`config.mk`:
```
export PLATFORM = sky130hd
export DESIGN_NAME = sh64_queue
export DESIGN_NICKNAME = d
export VERILOG_FILES = /design/src/hw/rtl/sh64_pkg.sv /design/src/hw/rtl/sh64_queue.sv
export SDC_FILE = /design/constraint.sdc
export NUM_CORES = 1
export LEC_CHECK = 0
export ABC_AREA = 1
export CAP_MARGIN = 20
export CORE_ASPECT_RATIO = 2
export CORE_MARGIN = 3
export CORE_UTILIZATION = 50
export DETAILED_ROUTE_END_ITERATION = 6
export DONT_BUFFER_PORTS = 1
export SETUP_SLACK_MARGIN = 0.05
export SYNTH_ARGS = -nofsm -noshare
export SYNTH_HDL_FRONTEND = slang
export SYNTH_SLANG_ARGS = --single-unit
```
`constraint.sdc`:
```
create_clock -name clk -period 13.1 [get_ports clk]
set_input_delay 1.31 -clock clk [delete_from_list [all_inputs] [get_ports clk]]
set_output_delay 1.31 -clock clk [all_outputs]
set_load 0.01 [all_outputs]
```
`src/hw/rtl/sh64_pkg.sv`:
```
package sh64_pkg;

	// hash constants
	localparam logic [63:0] HashM    = 64'h880355f21e6d1965;
	localparam logic [63:0] HashSeed = 64'h243F6A8885A308D3;
	localparam logic [63:0] MixMul   = 64'h2127599bf4325c37;
	localparam int unsigned MixSh1   = 23;
	localparam int unsigned MixSh2   = 47;

	// one classified chunk, passed from front to back
	typedef struct packed {
		logic [63:0] mixed;
		logic        has_data;
		logic        first;
		logic        last;
		logic [31:0] len;
	} chunk_t;

	// multiplier request and response
	typedef struct packed {
		logic        start;
		logic [63:0] a;
		logic [63:0] b;
	} mul_req_t;

	typedef struct packed {
		logic        done;
		logic [63:0] product;
	} mul_rsp_t;

	typedef enum logic [1:0] {
		F_IDLE,
		F_MUL,
		F_PUSH
	} front_state_t;

	typedef enum logic [2:0] {
		B_IDLE,
		B_SEED,
		B_ABSORB,
		B_FIN,
		B_OUT
	} back_state_t;

	// first half of the mix, ahead of the multiply
	function automatic logic [63:0] mix_pre(input logic [63:0] x);
		return x ^ (x >> MixSh1);
	endfunction

	// second half of the mix, after the multiply
	function automatic logic [63:0] mix_post(input logic [63:0] x);
		return x ^ (x >> MixSh2);
	endfunction

endpackage

```
`src/hw/rtl/sh64_queue.sv`:
```
module sh64_queue import sh64_pkg::*; (
	input  logic   clk,
	input  logic   arst_n,
	input  logic   push,
	input  chunk_t push_entry,
	output logic   full,
	input  logic   pop,
	output logic   empty,
	output chunk_t head
);

	chunk_t     slots_q [2];
	logic       wr_q;
	logic       rd_q;
	logic [1:0] count_q;
	logic       do_push;
	logic       do_pop;

	assign full    = (count_q == 2'd2);
	assign empty   = (count_q == 2'd0);
	assign do_push = push && !full;
	assign do_pop  = pop && !empty;
	assign head    = slots_q[rd_q];

	// pointers and fill level
	always_ff @(posedge clk or negedge arst_n) begin
		if (!arst_n) begin
			wr_q    <= 1'b0;
			rd_q    <= 1'b0;
			count_q <= 2'd0;
		end else begin
			if (do_push) begin
				wr_q <= !wr_q;
			end
			if (do_pop) begin
				rd_q <= !rd_q;
			end
			if (do_push && !do_pop) begin
				count_q <= count_q + 2'd1;
			end else if (do_pop && !do_push) begin
				count_q <= count_q - 2'd1;
			end
		end
	end

	// storage
	always_ff @(posedge clk) begin
		if (do_push) begin
			slots_q[wr_q] <= push_entry;
		end
	end

endmodule

```
==> qor.yml <==
dp_hpwl_um: 9400
ios: 204
drcViolationCount: 0
portBuffers: 0
crit_path_frequent_cell: "nand2_1"
synthToLayoutAreaGrowth_pct: 9.79
wl_per_cell_um: 19.2
r2r-end: "slots_q[0][86]"
fin_skew_ns: 0.0137
synth_seq_area_share_pct: 81.5
grt_pass1_wl_um: 21400
grt_pass1_vias: 3896
grt_max_degree: 101
status: "completed"
numClockSinks: 202
worstPathRequired_ns: 11.79
r2r_start: "count_q[1]"
synth.distinct_cells: 14
vias: 3903
timing.fmax_ghz: 0.277
cts_buffer_depth: 3
arrival_ns: 2.31
die_h_um: 178
final_cell_mix: "nand2_1 (306), edfxtp_1 (198), clkbuf_16 (19), inv_1 (6), buf_4 (5)"
setup_viol: 0
crit_cells: 4
syn-num-nets: 652
row_count: 62
finalMaxSlewViolations: 0
setup.worst_path.start: "rd_q"
post_route_cells_drive_above_1_share_pct: 5.53
cts_max_level: 1
initial_core_util_pct: 51.4
vdd_ir_drop_max_mv: 0.204
cts_tree: "done"
first_iter_violations: 215
root_buffer: "clkbuf_16"
fillCellCount: 1173
critical_path_buf_inv_count: 2
place_area_sq_um: 7580
worst_r2r_path_depth: 6
cts_setup_buffers: 0
cts_made_buffers: 18
period_minus_slack_ns: 3.62
cts_resized: 0
crit_family: "buffers and inverters"
slew_headroom_pct: 28.9
postRouteWirelength_um: 14400
n_antenna_cell: 0
rsz0062_at_grt: "no"
yosysWarnings: 0
syn_area_sq_um: 7420
setup_tns_ns: 0
worst_slew_pin_slew_ns: 1.07
gp_congestion: 0.733
timing.final.crit_share_pct: 27.6
ys_ff_latch: 202
syn_avg_cell_area_sq_um: 13.5
synthesis.instances: 548
antenna_found_initial: 0
critPathMaxStageDelay_ns: 0.60
final_antenna_net_count: 0
cp-start-kind: "flip-flop"
nNetsFinal: 656
clkTransAtPathRegs_ns: 0.06
first_pass_iters: 4
critPathCaptureType: "output port"
die_w_um: 92.2
reg2reg_slack_ns: 10.65
p_leak_nw: 3.15
worstSetupEndpoint: "head[18]"
design.core.area_sq_um: 14400
critPathSlowestCell: "buf_4"
timing.final.hold_violations: 0
drv_cap: 0
cts_hold_buf: 0
crit_fanout: 54
critPathKind: "flip-flop to output port"
power_density_nw_per_um2: 236
grtUsageTotal_pct: 17.1
worstSkewPairLatency_ns: 0.47
crit_path_cell_trace: "clkinv_2 -> buf_4 -> nand2_1 -> nand2_1"
design_area_sq_um: 8150
gr-total-overflow: 0
hold_class: "flip-flop to flip-flop"
final_common_cell: "nand2_1"
vias_per_cell: 5.18
whs_ns: 0.495
dieArea_sq_um: 16400
## kinds of logic after synthesis
kind of cell	count (synthesis)	synth area share, %
AND/OR/NAND/NOR	313	15.9
flip-flops	202	81.5
buffers and inverters	29	2.19
AO/OA/AOI/OAI	2	0.135
XOR/XNOR	1	0.118
adder cells (fa/ha/maj)	1	0.169
## registers in the layout, summed over array words and instances, names as in the netlist
register  cells
rd_q          1
wr_q          1
count_q       2
slots_q     198
## synthesized netlist by cell type
master | count | area share (%)
buf_2 | 10 | 0.67
buf_4 | 11 | 1.1
inv_1 | 7 | 0.35
o21ai_0 | 2 | 0.13
inv_2 | 1 | 0.051
edfxtp_1 | 198 | 80
nor2_1 | 4 | 0.20
nand2_1 | 306 | 15
dfrtp_1 | 4 | 1.3
xnor2_1 | 1 | 0.12
ha_1 | 1 | 0.17
nand4_1 | 1 | 0.084
nand3_1 | 1 | 0.067
nand3b_1 | 1 | 0.10
## layout make-up
| class | count | area, sq um | area share (%) |
|---|---|---|---|
| multi-input cells | 317 | 1220 | 15.0 |
| flip-flops and latches | 202 | 6050 | 74.2 |
| clock inverters | 7 | 80.1 | 0.983 |
| clock buffers | 22 | 487 | 5.97 |
| well taps | 192 | 240 | 2.95 |
| repair buffers | 5 | 37.5 | 0.461 |
| inverters | 8 | 33.8 | 0.415 |
## worst min-delay path by stage
| stage | start | end | slack (ns) | cells past startpoint |
|---|---|---|---|---|
| 2_1_floorplan | wr_q | wr_q | 0.45 | 2 |
| 6_report | wr_q | wr_q | 0.49 | 2 |
| 4_1_cts | arst_n | count_q[1] | 0.50 | 0 |
| 3_5_place_dp | wr_q | wr_q | 0.48 | 2 |
| 5_1_grt | arst_n | count_q[1] | 0.50 | 0 |
| 3_3_place_gp | wr_q | wr_q | 0.46 | 2 |
## power by group
part / internal (mW) / total (mW) / switching [mW] / leakage, nW
Clock: 0.301 / 0.508 / 0.207 / 0.276
Combinational: 0.0915 / 0.496 / 0.405 / 0.985
Sequential: 0.883 / 0.919 / 0.0353 / 1.89
Total: 1.28 / 1.92 / 0.647 / 3.15
## through the flow
stage          cells  setup WS, ns  util [%]  power, mW
6_report         753          9.48      56.5       1.92
5_1_grt          753          9.28      56.5       2.03
4_1_cts          753          9.42      56.5       1.96
3_5_place_dp     724          9.89      52.5       1.44
3_3_place_gp     724          9.93      52.5       1.43
2_1_floorplan    548          7.01         -       1.34
## worst register-to-register path: cells and delay by family, from the launching register on
| family | cells | cell delay (ns) |
|---|---|---|
| AND/OR/NAND/NOR | 3 | 0.38 |
| flip-flops | 1 | 0.41 |
| buffers and inverters | 3 | 1.22 |
## layer usage
metal | vias to the layer above | part of all wire, % | GRT usage, %
li1 | 1844 | - | -
met1 | 1858 | 32 | 17.4
met2 | 172 | 55 | 31.3
met3 | 29 | 9.6 | 5.57
met4 | 0 | 3.9 | 7.94
met5 | - | 0 | 0
Note: power is estimated with default switching activity, not from simulation.
