### src/hw/rtl/sh64_pkg.sv
package sh64_pkg;

	// hash constants
	localparam logic [63:0] HashM    = 64'h880355f21e6d1965;
	localparam logic [63:0] HashSeed = 64'h243F6A8885A308D3;
	localparam logic [63:0] MixMul   = 64'h2127599bf4325c37;
	localparam int unsigned MixSh1   = 23;
	localparam int unsigned MixSh2   = 47;

	// one classified chunk, passed from front to back
	typedef struct packed {
		logic [63:0] mixed;
		logic        has_data;
		logic        first;
		logic        last;
		logic [31:0] len;
	} chunk_t;

	// multiplier request and response
	typedef struct packed {
		logic        start;
		logic [63:0] a;
		logic [63:0] b;
	} mul_req_t;

	typedef struct packed {
		logic        done;
		logic [63:0] product;
	} mul_rsp_t;

	typedef enum logic [1:0] {
		F_IDLE,
		F_MUL,
		F_PUSH
	} front_state_t;

	typedef enum logic [2:0] {
		B_IDLE,
		B_SEED,
		B_ABSORB,
		B_FIN,
		B_OUT
	} back_state_t;

	// first half of the mix, ahead of the multiply
	function automatic logic [63:0] mix_pre(input logic [63:0] x);
		return x ^ (x >> MixSh1);
	endfunction

	// second half of the mix, after the multiply
	function automatic logic [63:0] mix_post(input logic [63:0] x);
		return x ^ (x >> MixSh2);
	endfunction

endpackage

### src/hw/rtl/sh64_mul.sv
module sh64_mul import sh64_pkg::*; (
	input  logic     clk,
	input  logic     arst_n,
	input  mul_req_t req,
	output mul_rsp_t rsp
);

	logic [63:0] a_q;
	logic [63:0] b_q;
	logic [63:0] prod_q;
	logic [63:0] sum_q;
	logic [1:0]  step_q;
	logic        busy_q;
	logic [31:0] a_sel;
	logic [31:0] b_sel;
	logic [63:0] prod_d;

	// pick the 32-bit halves for this step; the high-by-high term falls off the top
	always_comb begin
		case (step_q)
			2'd0: begin
				a_sel = a_q[31:0];
				b_sel = b_q[31:0];
			end
			2'd1: begin
				a_sel = a_q[31:0];
				b_sel = b_q[63:32];
			end
			2'd2: begin
				a_sel = a_q[63:32];
				b_sel = b_q[31:0];
			end
			default: begin
				a_sel = 32'd0;
				b_sel = 32'd0;
			end
		endcase
	end

	assign prod_d = {32'd0, a_sel} * {32'd0, b_sel};

	// step counter
	always_ff @(posedge clk or negedge arst_n) begin
		if (!arst_n) begin
			busy_q <= 1'b0;
			step_q <= 2'd0;
		end else if (req.start) begin
			busy_q <= 1'b1;
			step_q <= 2'd0;
		end else if (busy_q) begin
			if (step_q == 2'd3) begin
				busy_q <= 1'b0;
			end
			step_q <= step_q + 2'd1;
		end
	end

	// operands, partial product and running sum
	always_ff @(posedge clk) begin
		if (req.start) begin
			a_q <= req.a;
			b_q <= req.b;
		end
		prod_q <= prod_d;
		if (step_q == 2'd1) begin
			sum_q <= prod_q;
		end else if (step_q == 2'd2) begin
			sum_q <= sum_q + {prod_q[31:0], 32'd0};
		end
	end

	assign rsp.done    = busy_q && (step_q == 2'd3);
	assign rsp.product = sum_q + {prod_q[31:0], 32'd0};

endmodule

### src/hw/rtl/sh64_front.sv
module sh64_front import sh64_pkg::*; (
	input  logic        clk,
	input  logic        arst_n,
	input  logic        push,
	output logic        full,
	input  logic [63:0] data_word,
	input  logic [3:0]  byte_count,
	input  logic        first_chunk,
	input  logic        last_chunk,
	input  logic [31:0] total_length,
	output logic        q_push,
	output chunk_t      q_entry,
	input  logic        q_full
);

	front_state_t state_q;
	front_state_t state_d;
	mul_req_t     mul_req;
	mul_rsp_t     mul_rsp;
	logic [63:0]  masked;
	logic         accept;
	logic [63:0]  mixed_q;
	logic         has_data_q;
	logic         first_q;
	logic         last_q;
	logic [31:0]  len_q;

	// keep only the valid low bytes; counts above eight keep the whole word
	always_comb begin
		for (int i = 0; i < 8; i++) begin
			masked[8*i +: 8] = (4'(i) < byte_count) ? data_word[8*i +: 8] : 8'h00;
		end
	end

	assign accept = push && !full;

	// next state
	always_comb begin
		state_d = state_q;
		case (state_q)
			F_IDLE: begin
				if (accept) begin
					state_d = F_MUL;
				end
			end
			F_MUL: begin
				if (mul_rsp.done) begin
					state_d = F_PUSH;
				end
			end
			F_PUSH: begin
				if (!q_full) begin
					state_d = F_IDLE;
				end
			end
			default: state_d = F_IDLE;
		endcase
	end

	// outputs
	always_comb begin
		full          = (state_q != F_IDLE);
		q_push        = (state_q == F_PUSH) && !q_full;
		mul_req.start = accept;
		mul_req.a     = mix_pre(masked);
		mul_req.b     = MixMul;
	end

	always_ff @(posedge clk or negedge arst_n) begin
		if (!arst_n) begin
			state_q <= F_IDLE;
		end else begin
			state_q <= state_d;
		end
	end

	// request fields and mixed word
	always_ff @(posedge clk) begin
		if (accept) begin
			has_data_q <= (byte_count != 4'd0);
			first_q    <= first_chunk;
			last_q     <= last_chunk;
			len_q      <= total_length;
		end
		if (mul_rsp.done) begin
			mixed_q <= mix_post(mul_rsp.product);
		end
	end

	assign q_entry.mixed    = mixed_q;
	assign q_entry.has_data = has_data_q;
	assign q_entry.first    = first_q;
	assign q_entry.last     = last_q;
	assign q_entry.len      = len_q;

	sh64_mul u_mul (
		.clk    (clk),
		.arst_n (arst_n),
		.req    (mul_req),
		.rsp    (mul_rsp)
	);

endmodule

### config.mk
export PLATFORM = sky130hd
export DESIGN_NAME = sh64_front
export DESIGN_NICKNAME = d
export VERILOG_FILES = /design/src/hw/rtl/sh64_pkg.sv /design/src/hw/rtl/sh64_mul.sv /design/src/hw/rtl/sh64_front.sv
export SDC_FILE = /design/constraint.sdc
export NUM_CORES = 2
export LEC_CHECK = 0
export BUFFER_PORTS_ARGS = -buffer_cell sky130_fd_sc_hd__buf_2
export CAP_MARGIN = 15
export CORE_AREA = 10 10 335 337
export DETAILED_ROUTE_END_ITERATION = 16
export DIE_AREA = 0 0 345 347
export GPL_TIMING_DRIVEN = 1
export SLEW_MARGIN = 20
export SYNTH_ARGS = -nofsm -noshare
export SYNTH_HDL_FRONTEND = slang
export SYNTH_SLANG_ARGS = --single-unit
### constraint.sdc
create_clock -name clk -period 13 [get_ports clk]
set_input_delay 0.65 -clock clk [delete_from_list [all_inputs] [get_ports clk]]
set_output_delay 0.65 -clock clk [all_outputs]
set_load 0.01 [all_outputs]
==> summary.txt <==
Syn nets: 4628
CP endpoint kind: register
Final min period: 9.67 ns
Avg Vias per Cell: 4.82
CP max-delay cell: nor2_1
Initial antenna violation count: 3
Worst r2r src: u_mul.step_q[0]
Final ANT Viol Nets: 0
RSZ-0062 raised after global routing: no
DR iter-0 viols: 1463
Reg clk slew, reported paths: 0.06 ns
Total gr overflow: 0
Area of the die: 0.120 mm^2
# DRC: 0
Yosys cell types: 72
Worst EP required: 13.47 ns
Worst r2r path cells: 31
Top post-synthesis cells by area: fa_1, edfxtp_1, ha_1
Routed len/inst: 20.7 um
Commonest non-fill, non-tap cells in the layout: inv_1, fa_1, ha_1
Area Growth Syn to Fin: 11.3%
Nets: 4852
CP most frequent cell: fa_1
Synth area leader: fa_1
Critical Path Start: u_mul.step_q[0]
Post-Synthesis Cells: 3400
CTS tree: done
Average cell area after synthesis: 10.8 um^2
Final clock skew: 0.0326 ns
Actual slew at the worst max-slew pin: 1.16 ns
Synth Register Bits: 296
FILL cells: 10400
Num rows: 119
FMAX: 103 MHz
Post-synth EDFFs: 227
Antenna diodes: 0
Hold Path Class: input port to register
Largest stage delay on the critical path: 0.85 ns
Crit-path max FO: 33
CTS Sinks: 296
Layout cell share with drive strength beyond 1: 0.102
Port Buffer Count: 206
Critical Path Start Type: register
Crit path DAT: 10.14 ns
CTS buffer count: 37
Via count: 24300
Reg2reg end: u_mul.prod_q[47]
Final setup TNS: 0 ns
WL final: 104000 um
CTS H-tree depth: 2
Core Region: 0.105 mm^2
DIE WIDTH: 345 um
Slew Limit Fails: 0
Initial Utilization: 0.349
Clk Latency, worst-skew pair: 0.59 ns
End of the critical path: u_mul.prod_q[47]
Final Setup Violations: 0
Ys flop type: edfxtp_1
Most common cell after layout, fill and taps aside: inv_1
Routability cong.: 0.950
Drt first pass iters: 5
Root Driver: clkbuf_16
Yosys warns: 0
Worst relative slew slack: 0.218
FF-to-FF setup slack: 3.33 ns
Hold Fails Final Rpt: 0
Async set-or-reset flop fraction in the synthesized netlist: 0.0169
Post-Syn Area: 0.0367 mm^2
Total GRT Usage: 0.172
Yosys top cell area share: 0.325
Clock Path Buffers: 3
Critical path type: register to register
Multi-input gate area: 0.0249 mm^2
Sequential area share after synthesis: 0.224
Status: finished, final reports clean
Sequential cell area: 0.00822 mm^2
Largest net degree at the start of global routing: 89
Vias in the first global route: 25900
First-pass GRT wire length: 158000 um
Hpwl dp: 90000 um
Total I/O pin count: 207
Period utilization: 0.744
Die height: 347 um
Max Cap Violations: 0
stage by stage:
stage               hold WS, ns  std cells   util  worst slack (ns)  instance area (um^2)
floorplan                 0.354       3400      -              3.85                 36700
global placement          0.404       4975  0.376              3.12                 39600
detailed placement        0.405       4975  0.376              3.29                 39600
CTS                       0.198       5044  0.389              3.28                 40900
global route              0.203       5044  0.389              2.86                 40900
finish                    0.228       5044  0.389              3.33                 40900
layer usage:
layer | global-route usage | vias up | wire, um
li1 | - | 11200 | -
met1 | 0.230 | 12200 | 46000
met2 | 0.279 | 790 | 48100
met3 | 0.0445 | 119 | 8270
met4 | 0.0326 | 4 | 2020
met5 | 0 | - | 32
critical path: cells and delay by family, from the launching register on:
family | cells | cell delay [ns]
simple gates | 3 | 1.13
fa+ha+maj | 10 | 4.31
compound gates | 9 | 2.30
xor+xnor | 1 | 0.17
flops | 1 | 0.46
buf+inv | 8 | 1.18
sequential cells by signal (all words and copies together) (netlist names):
register,cells
len_q,32
last_q,1
first_q,1
state_q,2
mixed_q,64
has_data_q,1
u_mul.step_q,2
u_mul.busy_q,1
u_mul.prod_q,64
u_mul.sum_q,64
u_mul.a_q,64
worst min-delay path by stage:
stage	start	endpoint	slack [ns]	cells past startpoint
floorplan	arst_n	state_q[0]	0.35	0
CTS	total_length[10]	len_q[10]	0.20	1
global placement	u_mul.sum_q[17]	mixed_q[17]	0.40	0
detailed placement	u_mul.sum_q[23]	mixed_q[23]	0.40	0
global route	total_length[10]	len_q[10]	0.20	1
finish	total_length[5]	len_q[5]	0.23	1
cells in the mapped netlist, types with 14 or more instances:
library cell / number
a21o_1: 44
and2_1: 75
clkbuf_1: 54
dfxtp_1: 64
a31oi_1: 14
inv_1: 907
ha_1: 526
nor3_1: 15
nand4_1: 19
xor2_1: 66
nand3_1: 31
nor2_1: 107
o21ai_0: 77
xnor2_1: 84
a22oi_1: 32
edfxtp_1: 227
mux2_2: 30
a21oi_1: 98
nand2_1: 153
fa_1: 596
o21bai_1: 24
area by class of cell:
class	instances	share of cell area
multi-input combinational	2134	0.609
sequential	296	0.201
inverter	909	0.0835
tap	1391	0.0426
timing repair buffer	246	0.0327
clock buffer	52	0.0266
clock inverter	16	0.00432
cells by family after synthesis:
kind of cell               Yosys count  synth area share
AOI/OAI and AO/OA                  367            0.0667
muxes                               32           0.00974
buffers and inverters              970            0.0997
adders and majority gates         1122             0.504
xor gates and xnor gates           150            0.0358
and+or+nand+nor                    463            0.0601
DFF                                296             0.224
what timing repair did:
item                                   4_1_cts  5_1_grt
endpoints found under the hold margin        5        0
hold buffers                                 1        0
buffers inserted                             0        0
resized for setup                            0        0
setup endpoints to repair                    0        0
Power is left out: the tool's default activity adds up to more than one toggle a clock period on the data nets, which glitch-free logic cannot reach.
